<file path="src/rtl/blw_pkg.sv">
// ----------------------------------------------------------------------------
// blw_pkg
// shared types and constants for the bounded line walk counter
// ----------------------------------------------------------------------------
package blw_pkg;

    localparam int MAX_POSITIONS_DEF = 64;
    localparam int MAX_STEPS_DEF     = 1023;

    localparam int POS_W   = 7;    // line length and position fields
    localparam int STEP_W  = 10;   // step count field
    localparam int COUNT_W = 31;   // walk count field

    localparam logic [COUNT_W-1:0] COUNT_MAX = '1;

    typedef enum logic [2:0] {
        S_IDLE,
        S_CHECK,
        S_INIT,
        S_STEP,
        S_DRAIN,
        S_READ,
        S_DONE
    } t_state;

    // commands from controller to datapath
    typedef struct packed {
        logic ld;        // capture query fields, clear counters
        logic init_wr;   // write one entry of the zero-step row
        logic step_rd;   // read both neighbors of the current index
        logic idx_inc;
        logic idx_clr;
        logic step_inc;  // one step finished
        logic row_flip;  // newest row moves to the other half
        logic final_rd;  // read the answer at the start position
    } t_ctl;

    // status from datapath to controller
    typedef struct packed {
        logic bad;        // query out of range
        logic idx_last;   // index at the last position
        logic zero_steps;
        logic last_step;  // step being finished is the final one
    } t_sts;

endpackage

</file>
<file path="src/rtl/blw_ctrl.sv">
// ----------------------------------------------------------------------------
// blw_ctrl
// sequencer for the row fill, step loop and final read
// ----------------------------------------------------------------------------
module blw_ctrl (
    input  logic          i_clk,
    input  logic          i_rst_n,
    input  logic          i_start,
    input  blw_pkg::t_sts i_sts,
    output blw_pkg::t_ctl o_ctl,
    output logic          o_busy,
    output logic          o_done
);
    import blw_pkg::*;

    t_state r_state;
    t_state n_state;

    always_ff @(posedge i_clk) begin
        if (!i_rst_n) begin
            r_state <= S_IDLE;
        end else begin
            r_state <= n_state;
        end
    end

    // next state
    always_comb begin
        n_state = r_state;
        unique case (r_state)
            S_IDLE: begin
                if (i_start) n_state = S_CHECK;
            end
            S_CHECK: begin
                n_state = i_sts.bad ? S_DONE : S_INIT;
            end
            S_INIT: begin
                if (i_sts.idx_last) n_state = i_sts.zero_steps ? S_READ : S_STEP;
            end
            S_STEP: begin
                if (i_sts.idx_last) n_state = S_DRAIN;
            end
            S_DRAIN: begin
                n_state = i_sts.last_step ? S_READ : S_STEP;
            end
            S_READ: begin
                n_state = S_DONE;
            end
            S_DONE: begin
                n_state = S_IDLE;
            end
            default: begin
                n_state = S_IDLE;
            end
        endcase
    end

    // outputs
    always_comb begin
        o_ctl  = '0;
        o_busy = 1'b1;
        o_done = 1'b0;
        unique case (r_state)
            S_IDLE: begin
                o_busy   = 1'b0;
                o_ctl.ld = i_start;
            end
            S_CHECK: begin
            end
            S_INIT: begin
                o_ctl.init_wr = 1'b1;
                o_ctl.idx_inc = !i_sts.idx_last;
                o_ctl.idx_clr = i_sts.idx_last;
            end
            S_STEP: begin
                o_ctl.step_rd = 1'b1;
                o_ctl.idx_inc = !i_sts.idx_last;
                o_ctl.idx_clr = i_sts.idx_last;
            end
            S_DRAIN: begin
                o_ctl.step_inc = 1'b1;
                o_ctl.row_flip = 1'b1;
            end
            S_READ: begin
                o_ctl.final_rd = 1'b1;
            end
            S_DONE: begin
                o_done = 1'b1;
            end
            default: begin
            end
        endcase
    end

endmodule

</file>
<file path="config.mk">
export PLATFORM = sky130hd
export DESIGN_NAME = blw_ctrl
export DESIGN_NICKNAME = d
export VERILOG_FILES = /design/src/rtl/blw_pkg.sv /design/src/rtl/blw_ctrl.sv
export SDC_FILE = /design/constraint.sdc
export NUM_CORES = 1
export LEC_CHECK = 0
export BUFFER_PORTS_ARGS = -buffer_cell sky130_fd_sc_hd__clkbuf_2
export CAP_MARGIN = 0
export CORE_AREA = 2 2 39 41
export CTS_BUF_LIST = sky130_fd_sc_hd__clkbuf_8 sky130_fd_sc_hd__clkbuf_16
export DETAILED_ROUTE_END_ITERATION = 8
export DIE_AREA = 0 0 41 43
export MAX_ROUTING_LAYER = met4
export SYNTH_ARGS = -nofsm -noshare
export SYNTH_HDL_FRONTEND = slang
export SYNTH_SLANG_ARGS = --single-unit
</file>
<file path="constraint.sdc">
create_clock -name i_clk -period 2.1 [get_ports i_clk]
set_clock_uncertainty 0.15 [all_clocks]
set_input_delay 0.105 -clock i_clk [delete_from_list [all_inputs] [get_ports i_clk]]
set_output_delay 0.105 -clock i_clk [all_outputs]
set_load 0.1 [all_outputs]
</file>
==> results of run 1 <==
metal layers:
metal / part of all wire, % / up-vias
li1: - / 158
met5: 0 / -
met1: 49 / 119
met4: 2.6 / 0
met3: 8.9 / 2
met2: 40 / 14
layout make-up:
cell class	count	area, um^2
Clock buffer	3	41.3
Sequential cell	3	60.1
Timing Repair Buffer	17	90.1
Clock inverter	1	3.75
Inverter	1	3.75
Multi-Input combinational cell	29	198
Tap cell	16	20.0
Fill cell	156	967
cells in the final DEF (no fill, tap or decap), drive strengths merged, types with 2 or more instances in the layout:
cell type	netlist	final
nand2	2	2
and2	3	3
dfxtp	3	3
inv	1	2
nor2	8	8
nor3b	2	2
nor2b	2	2
nor3	2	2
clkbuf	0	19
worst paths after layout:
path | from | end | slack [ns] | depth (start not counted)
worst max-delay path | r_state[1] | o_ctl[3] | 0.18 | 3
worst min-delay path | i_sts[1] | r_state[1] | 0.07 | 4
worst max register to register | r_state[1] | r_state[2] | 0.72 | 3
worst min register to register | r_state[0] | r_state[1] | 0.61 | 2
power groups by stage:
stage | registers [uW] | clock network [uW] | logic [uW]
final | 83.9 | 161 | 189
after global placement | 84.6 | 0 | 189
after global routing | 86.8 | 173 | 201
after floorplan | 68.8 | 0 | 187
after detailed placement | 85.1 | 0 | 189
after CTS | 84.3 | 165 | 190
critical path: stages (launching register included):
cell      delay, ns
dfxtp_1        0.55
nor2b_1        0.27
and2_1         0.18
clkbuf_2       0.46
stage by stage:
stage | setup WS (ns) | cells | utilization, % | power (uW) | hold WS (ns)
floorplan | -0.00626 | 37 | - | 256 | 0.0767
global placement | 0.402 | 65 | 26.1 | 273 | 0.200
detailed placement | 0.396 | 65 | 26.1 | 274 | 0.209
CTS | 0.170 | 70 | 30.1 | 439 | 0.0687
global route | 0.0749 | 70 | 30.1 | 461 | 0.125
finish | 0.178 | 70 | 30.1 | 434 | 0.0725
cell families (layout without fill, tap and decap cells):
group / Yosys count / after routing / synth area share, %
buffers and inverters: 5 / 22 / 13.6
AOI/OAI and AO/OA: 6 / 6 / 15.8
DFF: 3 / 3 / 21.1
and+or+nand+nor: 22 / 22 / 46.5
xor gates and xnor gates: 1 / 1 / 3.07
repair_timing:
item	CTS	global route
buffers inserted	0	0
resized for setup	0	0
endpoints found under the hold margin	2	0
hold buffers	1	0
==> flow_summary_export.csv, run 1 <==
group,metric,value,unit
status,status,"complete, no violations",
place,hpwl,457,um
floorplan,io-pin-count,17,
route,dr.first_iter.drc_count,10,
critical_path,crit_path_end_kind,"primary output",
clock_network,cts_buffer_depth,2,
synthesis,synth.top_cells.by_count,"nor2_1, dfxtp_1",
critical_path,start_kind,"flip-flop",
synthesis,synth_cells,37,
finish,num-nets-final,62,
timing,max_freq,0.520,GHz
power,int_pwr,231,uW
global_routing,globalRoute.totalOverflow,0,
synthesis,synthFlopType,"dfxtp_1",
timing,setup_repair_after_global_routing_missed_its_margin,"false",
synthesis,cells_taking_the_most_area_after_synthesis,"dfxtp_1, buf_6, nor2_1",
run,cap_violations,0,
global_routing,grt_antenna_before_repair,0,
floorplan,floorplan.initialDensity,20.6,%
route,routed_wirelength,587,um
route,drt-pass1-iter-count,2,
power,vdd.ir_drop.worst,302,uV
timing,tightest_slew,0.541,ns
floorplan,fp.dieW,41,um
route,drcViolationCount,0,
power,p_sw,203,uW
synthesis,register_bit_count_reported_by_yosys,3,
power,combPwrFrac,43.6,%
synthesis,post_syn_area_per_cell,7.71,um^2
synthesis,yosysTopAreaCell,"dfxtp_1",
place,dpl_cell_area,362,um^2
place,routabilityCongestion,0.767,
power,clkPwrFrac,37.1,%
clock_network,clock_sinks,3,
global_routing,global_route.usage.met1,11.6,%
timing,setup-tns-final,0,ns
synthesis,synth.distinct_cells,24,
timing,worst_slew_margin_rel,64.1,%
finish,drive_gt1_share,48.1,%
clock_network,clk_latency,0.21,ns
global_routing,grt_start_max_net_pins,15,
power,share_of_power_burned_in_registers,19.3,%
finish,registers.top_by_ff_count,"r_state",
route,wl_per_cell,8.39,um
route,via_per_inst,4.19,
clock_network,clock-root-buffer,"clkbuf_8",
synthesis,synth_edf_count,0,
floorplan,core_rows,14,
clock_network,clk_transition_reported_paths,0.03,ns
route,route.antenna.remaining_nets,0,
finish,antenna-diode-count,0,
global_routing,globalRouteMet2Util,10.0,%
min_path,worst_hold_path_type,"primary input to flip-flop",
critical_path,critical_path_arrival,1.67,ns
clock_network,cts_buffers,3,
power,power_leakage,0.000204,uW
timing,report.final.hold_viol_count,0,
global_routing,total_global_routing_track_utilization,8.54,%
finish,largest_registers,"r_state x3",
synthesis,asyncSetResetFlopFracSynth,0,%
synthesis,ys_seq_area_share,21.1,%
route,vias,293,
synthesis,synthesis.nets,44,
global_routing,grt_most_used_layer,"met1",
global_routing,number_of_global_route_vias_before_repair,247,
global_routing,grt_first_pass_wirelength,966,um
global_routing,fraction_of_met3_tracks_used_by_global_routing,1.57,%
critical_path,critical_path_required,1.85,ns
critical_path,timing.setup.critical_path_class,"flip-flop to primary output",
floorplan,floorplan.die_area,1760,um^2
finish,area_growth,46.1,%
synthesis,yosysTopAreaCellShare,21.1,%
critical_path,path_max_fanout,11,
power,power_density,1040,nW/um^2
clock_network,cts_htree_levels,1,
synthesis,synth.cell_area,285,um^2
synthesis,synth-warning-count,0,
floorplan,die_y,43,um
timing,final_period_minus_worst_setup_slack,1.92,ns
timing,post-route-period-util,91.5,%
synthesis,synth.most_common_cell,"nor2_1",
finish,largest_reg_flops,3,
place,port_buffers,16,
clock_network,cts_tree,"yes",
finish,postLayoutCellArea,417,um^2
floorplan,fp.coreArea,1380,um^2
timing,setup_viol,0,
timing,drv_slew,0,
power,switching_share,46.7,%
Note: power is estimated with default switching activity, not from simulation.
==> run 2, diff against run 1 <==
Clock period 2.1 ns to 2.01 ns, I/O delays scaled along.
==> run 2 against run 1 <==
Global-route usage down 0.51 points. Wire length up 6.8%. Total power up 7.2%. Final cell count unchanged. Sequential cell count unchanged. Critical endpoint is now o_ctl[0].
==> flow_summary_export.csv, run 2 (synthesis gave the netlist of run 1 again) <==
group,metric,value,unit
timing,tightest_slew,0.540,ns
timing,setup_viol,0,
route,via_per_inst,4.26,
critical_path,worst_path_max_delay_cell,"dfxtp_1",
place,hpwl,471,um
route,dr.first_iter.drc_count,3,
power,vdd.ir_drop.worst,425,uV
place,dpl_cell_area,377,um^2
critical_path,critPathTopFamily,"flip-flops",
floorplan,die_y,43,um
place,preCtsSetupSlack,0.404,ns
global_routing,grt_antenna_before_repair,0,
finish,area_growth,51.3,%
critical_path,critPathMaxStageDelay,0.64,ns
power,power_density,1080,nW/um^2
route,routed_wirelength,627,um
clock_network,cts_hold_buffers,1,
finish,drive_gt1_share,50.0,%
clock_network,clk_transition_reported_paths,0.03,ns
finish,registers.top_by_ff_count,"r_state",
finish,final_util,31.2,%
floorplan,io-pin-count,17,
run,cap_violations,0,
place,routabilityCongestion,0.751,
route,vias,298,
finish,layout_commonest_cell,"clkbuf_2",
critical_path,timing.setup.critical_path_class,"flip-flop to primary output",
min_path,worst_hold_path_type,"primary input to flip-flop",
clock_network,clk_latency,0.22,ns
min_path,worst_hold_path.num_cells,4,
timing,max_freq,0.549,GHz
power,total_power,465,uW
route,drt-pass1-iter-count,2,
finish,largest_registers,"r_state x3",
power,power_leakage,0.000207,uW
floorplan,fp.coreArea,1380,um^2
critical_path,critical_path_required,1.76,ns
critical_path,start_kind,"flip-flop",
min_path,worstHoldStart,"i_sts[1]",
timing,setup-tns-final,0,ns
floorplan,fp.dieW,41,um
global_routing,globalRoute.totalOverflow,0,
timing,timing.final.ws_setup,0.189,ns
timing,setup_repair_after_global_routing_missed_its_margin,"false",
global_routing,grt_first_pass_wirelength,945,um
finish,most-common-layout-cells,"clkbuf_2, nor2_1, clkbuf_8, buf_4, dfxtp_1",
critical_path,crit_path_end_kind,"primary output",
finish,postLayoutCellArea,432,um^2
route,wl_per_cell,8.96,um
clock_network,post_cts_resize_count,0,
floorplan,core_rows,14,
timing,post-route-period-util,90.6,%
finish,num-nets-final,62,
clock_network,clock-root-buffer,"clkbuf_8",
timing,final_period_minus_worst_setup_slack,1.82,ns
finish,largest_reg_flops,3,
timing,worst_slew_margin_rel,64.2,%
critical_path,critical_path.cell_chain,"and3b_2, clkbuf_2",
status,status,"complete, no violations",
critical_path,path_max_fanout,14,
global_routing,total_global_routing_track_utilization,8.02,%
floorplan,floorplan.initialDensity,20.6,%
critical_path,critical_path_arrival,1.57,ns
clock_network,cts_buffer_depth,2,
critical_path,critical_path.reg2reg.endpoint,"r_state[2]",
timing,report.final.hold_viol_count,0,
place,port_buffers,16,
floorplan,floorplan.die_area,1760,um^2
route,route.antenna.remaining_nets,0,
clock_network,cts_htree_levels,1,
finish,antenna-diode-count,0,
clock_network,cts_tree,"yes",
critical_path,ff2ff_setup_slack,0.64,ns
route,drcViolationCount,0,
global_routing,number_of_global_route_vias_before_repair,253,
clock_network,clock_sinks,3,
clock_network,cts_setup_buffers,0,
critical_path,worst_r2r_path_depth,3,
timing,drv_slew,0,
global_routing,grt_start_max_net_pins,15,
clock_network,cts_buffers,3,
critical_path,critical_path_buf_inv_count,1,
critical_path,critical_path.reg2reg.startpoint,"r_state[1]",
min_path,hold-path-endpoint,"r_state[1]",
==> run 2: changes by cell type in the layout (fill, tap and decap cells not counted) <==
cell and change:
buf_4 +3, clkbuf_2 -3, nor2_1 -1, nor2_4 +1
==> run 2: through the flow <==
stage / hold slack [ns] / instances
after floorplan: 0.0722 / 37
after global placement: 0.193 / 65
after detailed placement: 0.189 / 65
after CTS: 0.0720 / 70
after global routing: 0.135 / 70
final: 0.0673 / 70
==> run 2: worst min-delay path, delay by kind of cell <==
family | cells | cell delay [ns]
AND/OR/NAND/NOR | 1 | 0.06
AO/OA/AOI/OAI | 2 | 0.13
buffers and inverters | 1 | 0.08
==> run 2: per-layer routing <==
layer	GRT usage [%]	routed length [um]	up-vias	part of all wire [%]
met5	-	0	-	0
met4	8.00	18	0	2.9
met3	0	44	2	7.0
met2	10.9	265	13	42
met1	9.97	298	126	48
li1	-	-	157	-
==> run 2: layout make-up <==
| type | count | area [um^2] |
|---|---|---|
| clock buffers | 3 | 41.3 |
| clock inverters | 1 | 3.75 |
| multi-input cells | 29 | 205 |
| inverters | 1 | 3.75 |
| repair buffers | 17 | 97.6 |
| flip-flops and latches | 3 | 60.1 |
| fillers | 155 | 952 |
| well taps | 16 | 20.0 |
==> run 2: power by group <==
part / internal, uW / leakage, uW / switching (uW)
Sequential: 66.5 / 0.0000246 / 22.5
Clock: 130 / 0.0000269 / 41.8
Combinational: 49.9 / 0.000155 / 155
==> run 2: worst max path at each step <==
stage | from | end | slack [ns] | cells past startpoint
after floorplan | r_state[1] | o_ctl[4] | -0.09 | 3
after detailed placement | r_state[0] | o_ctl[0] | 0.40 | 2
final | r_state[0] | o_ctl[0] | 0.19 | 2
after global placement | r_state[0] | o_ctl[0] | 0.43 | 2
after global routing | r_state[0] | o_ctl[0] | 0.14 | 2
after CTS | r_state[0] | o_ctl[0] | 0.18 | 2
==> run 3, diff against run 2 <==
Settings changed: CTS_BUF_LIST sky130_fd_sc_hd__clkbuf_8 sky130_fd_sc_hd__clkbuf_16 to sky130_fd_sc_hd__clkbuf_4.
==> run 3 against run 2 <==
Total power decreased by 11%. Cell area shrank 3.5%. Die area did not move. Largest power group unchanged. Combinational power hardly changed. Register-to-register slack hardly changed. Clock power is 30% lower. Core utilization fell by 1.1 points. Sequential share of layout area is 0.50 points higher. Sequential power about the same. Critical path type unchanged.
==> flow_summary_export.csv, run 3 (synthesis gave the netlist of run 1 again) <==
group,metric,value,unit
min_path,hold-path-endpoint,"r_state[1]",
timing,worst_slew_margin_rel,64.2,%
route,route.antenna.remaining_nets,0,
timing,tightest_slew,0.540,ns
finish,layout_commonest_cell,"clkbuf_2",
power,power_density,994,nW/um^2
clock_network,cts_setup_buffers,0,
clock_network,clk_latency,0.23,ns
place,hpwl,471,um
clock_network,post_cts_resize_count,0,
floorplan,core_rows,14,
timing,final_period_minus_worst_setup_slack,1.84,ns
route,via_per_inst,4.21,
power,total_power,414,uW
critical_path,ff2ff_setup_slack,0.64,ns
global_routing,grt_first_pass_wirelength,931,um
finish,postLayoutCellArea,417,um^2
min_path,worst_hold_path.num_cells,4,
floorplan,floorplan.initialDensity,20.6,%
route,dr.first_iter.drc_count,3,
place,dpl_cell_area,377,um^2
min_path,worstHoldStart,"i_sts[1]",
global_routing,number_of_global_route_vias_before_repair,252,
floorplan,fp.coreArea,1380,um^2
floorplan,io-pin-count,17,
route,drt-pass1-iter-count,2,
clock_network,clock-root-buffer,"clkbuf_4",
clock_network,clk_transition_reported_paths,0.04,ns
critical_path,timing.setup.critical_path_class,"flip-flop to primary output",
critical_path,critical_path_required,1.76,ns
finish,num-nets-final,62,
global_routing,grt_antenna_before_repair,0,
finish,largest_registers,"r_state x3",
finish,area_growth,46.1,%
finish,most-common-layout-cells,"clkbuf_2, nor2_1, clkbuf_4, buf_4, dfxtp_1",
timing,setup_viol,0,
place,routabilityCongestion,0.751,
timing,report.final.hold_viol_count,0,
critical_path,crit_path_end_kind,"primary output",
timing,drv_slew,0,
timing,post-route-period-util,91.3,%
critical_path,critical_path.reg2reg.startpoint,"r_state[1]",
route,drcViolationCount,0,
global_routing,globalRoute.totalOverflow,0,
critical_path,start_kind,"flip-flop",
route,wl_per_cell,8.84,um
finish,largest_reg_flops,3,
floorplan,floorplan.die_area,1760,um^2
clock_network,cts_htree_levels,1,
timing,max_freq,0.545,GHz
critical_path,critical_path.reg2reg.endpoint,"r_state[2]",
floorplan,die_y,43,um
finish,registers.top_by_ff_count,"r_state",
global_routing,grt_start_max_net_pins,15,
route,vias,295,
clock_network,cts_hold_buffers,1,
clock_network,cts_tree,"yes",
timing,setup_repair_after_global_routing_missed_its_margin,"false",
power,vdd.ir_drop.worst,371,uV
finish,drive_gt1_share,51.9,%
place,port_buffers,16,
finish,layoutNonFillerInstCount,70,
min_path,worst_hold_path_type,"primary input to flip-flop",
clock_network,cts_buffers,3,
status,status,"complete, no violations",
global_routing,total_global_routing_track_utilization,7.92,%
route,routed_wirelength,619,um
critical_path,worst_r2r_path_depth,3,
place,dpl.cell_count,65,
clock_network,clock_sinks,3,
clock_network,cts_buffer_depth,2,
critical_path,critical_path_arrival,1.58,ns
finish,antenna-diode-count,0,
run,cap_violations,0,
floorplan,fp.dieW,41,um
critical_path,path_max_fanout,14,
power,power_leakage,0.000198,uW
-- run 3: cell types whose count changed in the layout (fill, tap and decap cells not counted), sizes merged --
cell / change
clkbuf: +1
inv: -1
-- run 3: final cells by class --
cell class,instances,area [um^2]
fillers,156,967
well taps,16,20.0
multi-input cells,29,205
inverters,1,3.75
clock buffers,4,30.0
flip-flops and latches,3,60.1
repair buffers,17,97.6
-- run 3: metal layers --
metal  up-vias  share of wire [%]  GRT usage, %
li1        157                  -             -
met1       124                 47          9.65
met2        12                 43          10.9
met3         2                6.9             0
met4         0                2.9          8.00
met5         -                  0             -
-- run 3: report_power, final --
group / internal [uW] / leakage (uW) / switching, uW
Clock: 88.0 / 0.0000184 / 33.1
Sequential: 66.4 / 0.0000246 / 22.4
Combinational: 49.9 / 0.000155 / 155
-- run 3: worst max-delay path by stage --
stage                     cells after the start  slack (ns)  startpoint       end
final                                         2        0.17  r_state[0]  o_ctl[0]
after global routing                          2        0.12  r_state[0]  o_ctl[0]
after CTS                                     2        0.15  r_state[0]  o_ctl[0]
after detailed placement                      2        0.40  r_state[0]  o_ctl[0]
after global placement                        2        0.43  r_state[0]  o_ctl[0]
after floorplan                               3       -0.09  r_state[1]  o_ctl[4]
-- run 3: metrics by stage --
stage	setup WS [ns]	utilization (%)	setup TNS, ns	hold slack [ns]
global route	0.117	30.1	0	0.114
floorplan	-0.0918	-	-0.189	0.0722
CTS	0.154	30.1	0	0.0497
detailed placement	0.404	27.2	0	0.189
global placement	0.430	27.2	0	0.193
finish	0.175	30.1	0	0.0494
-- run 3: critical path, cell delays in order (launching register included) --
cell and delay, ns:
dfxtp_1 0.63, and3b_2 0.27, clkbuf_2 0.45
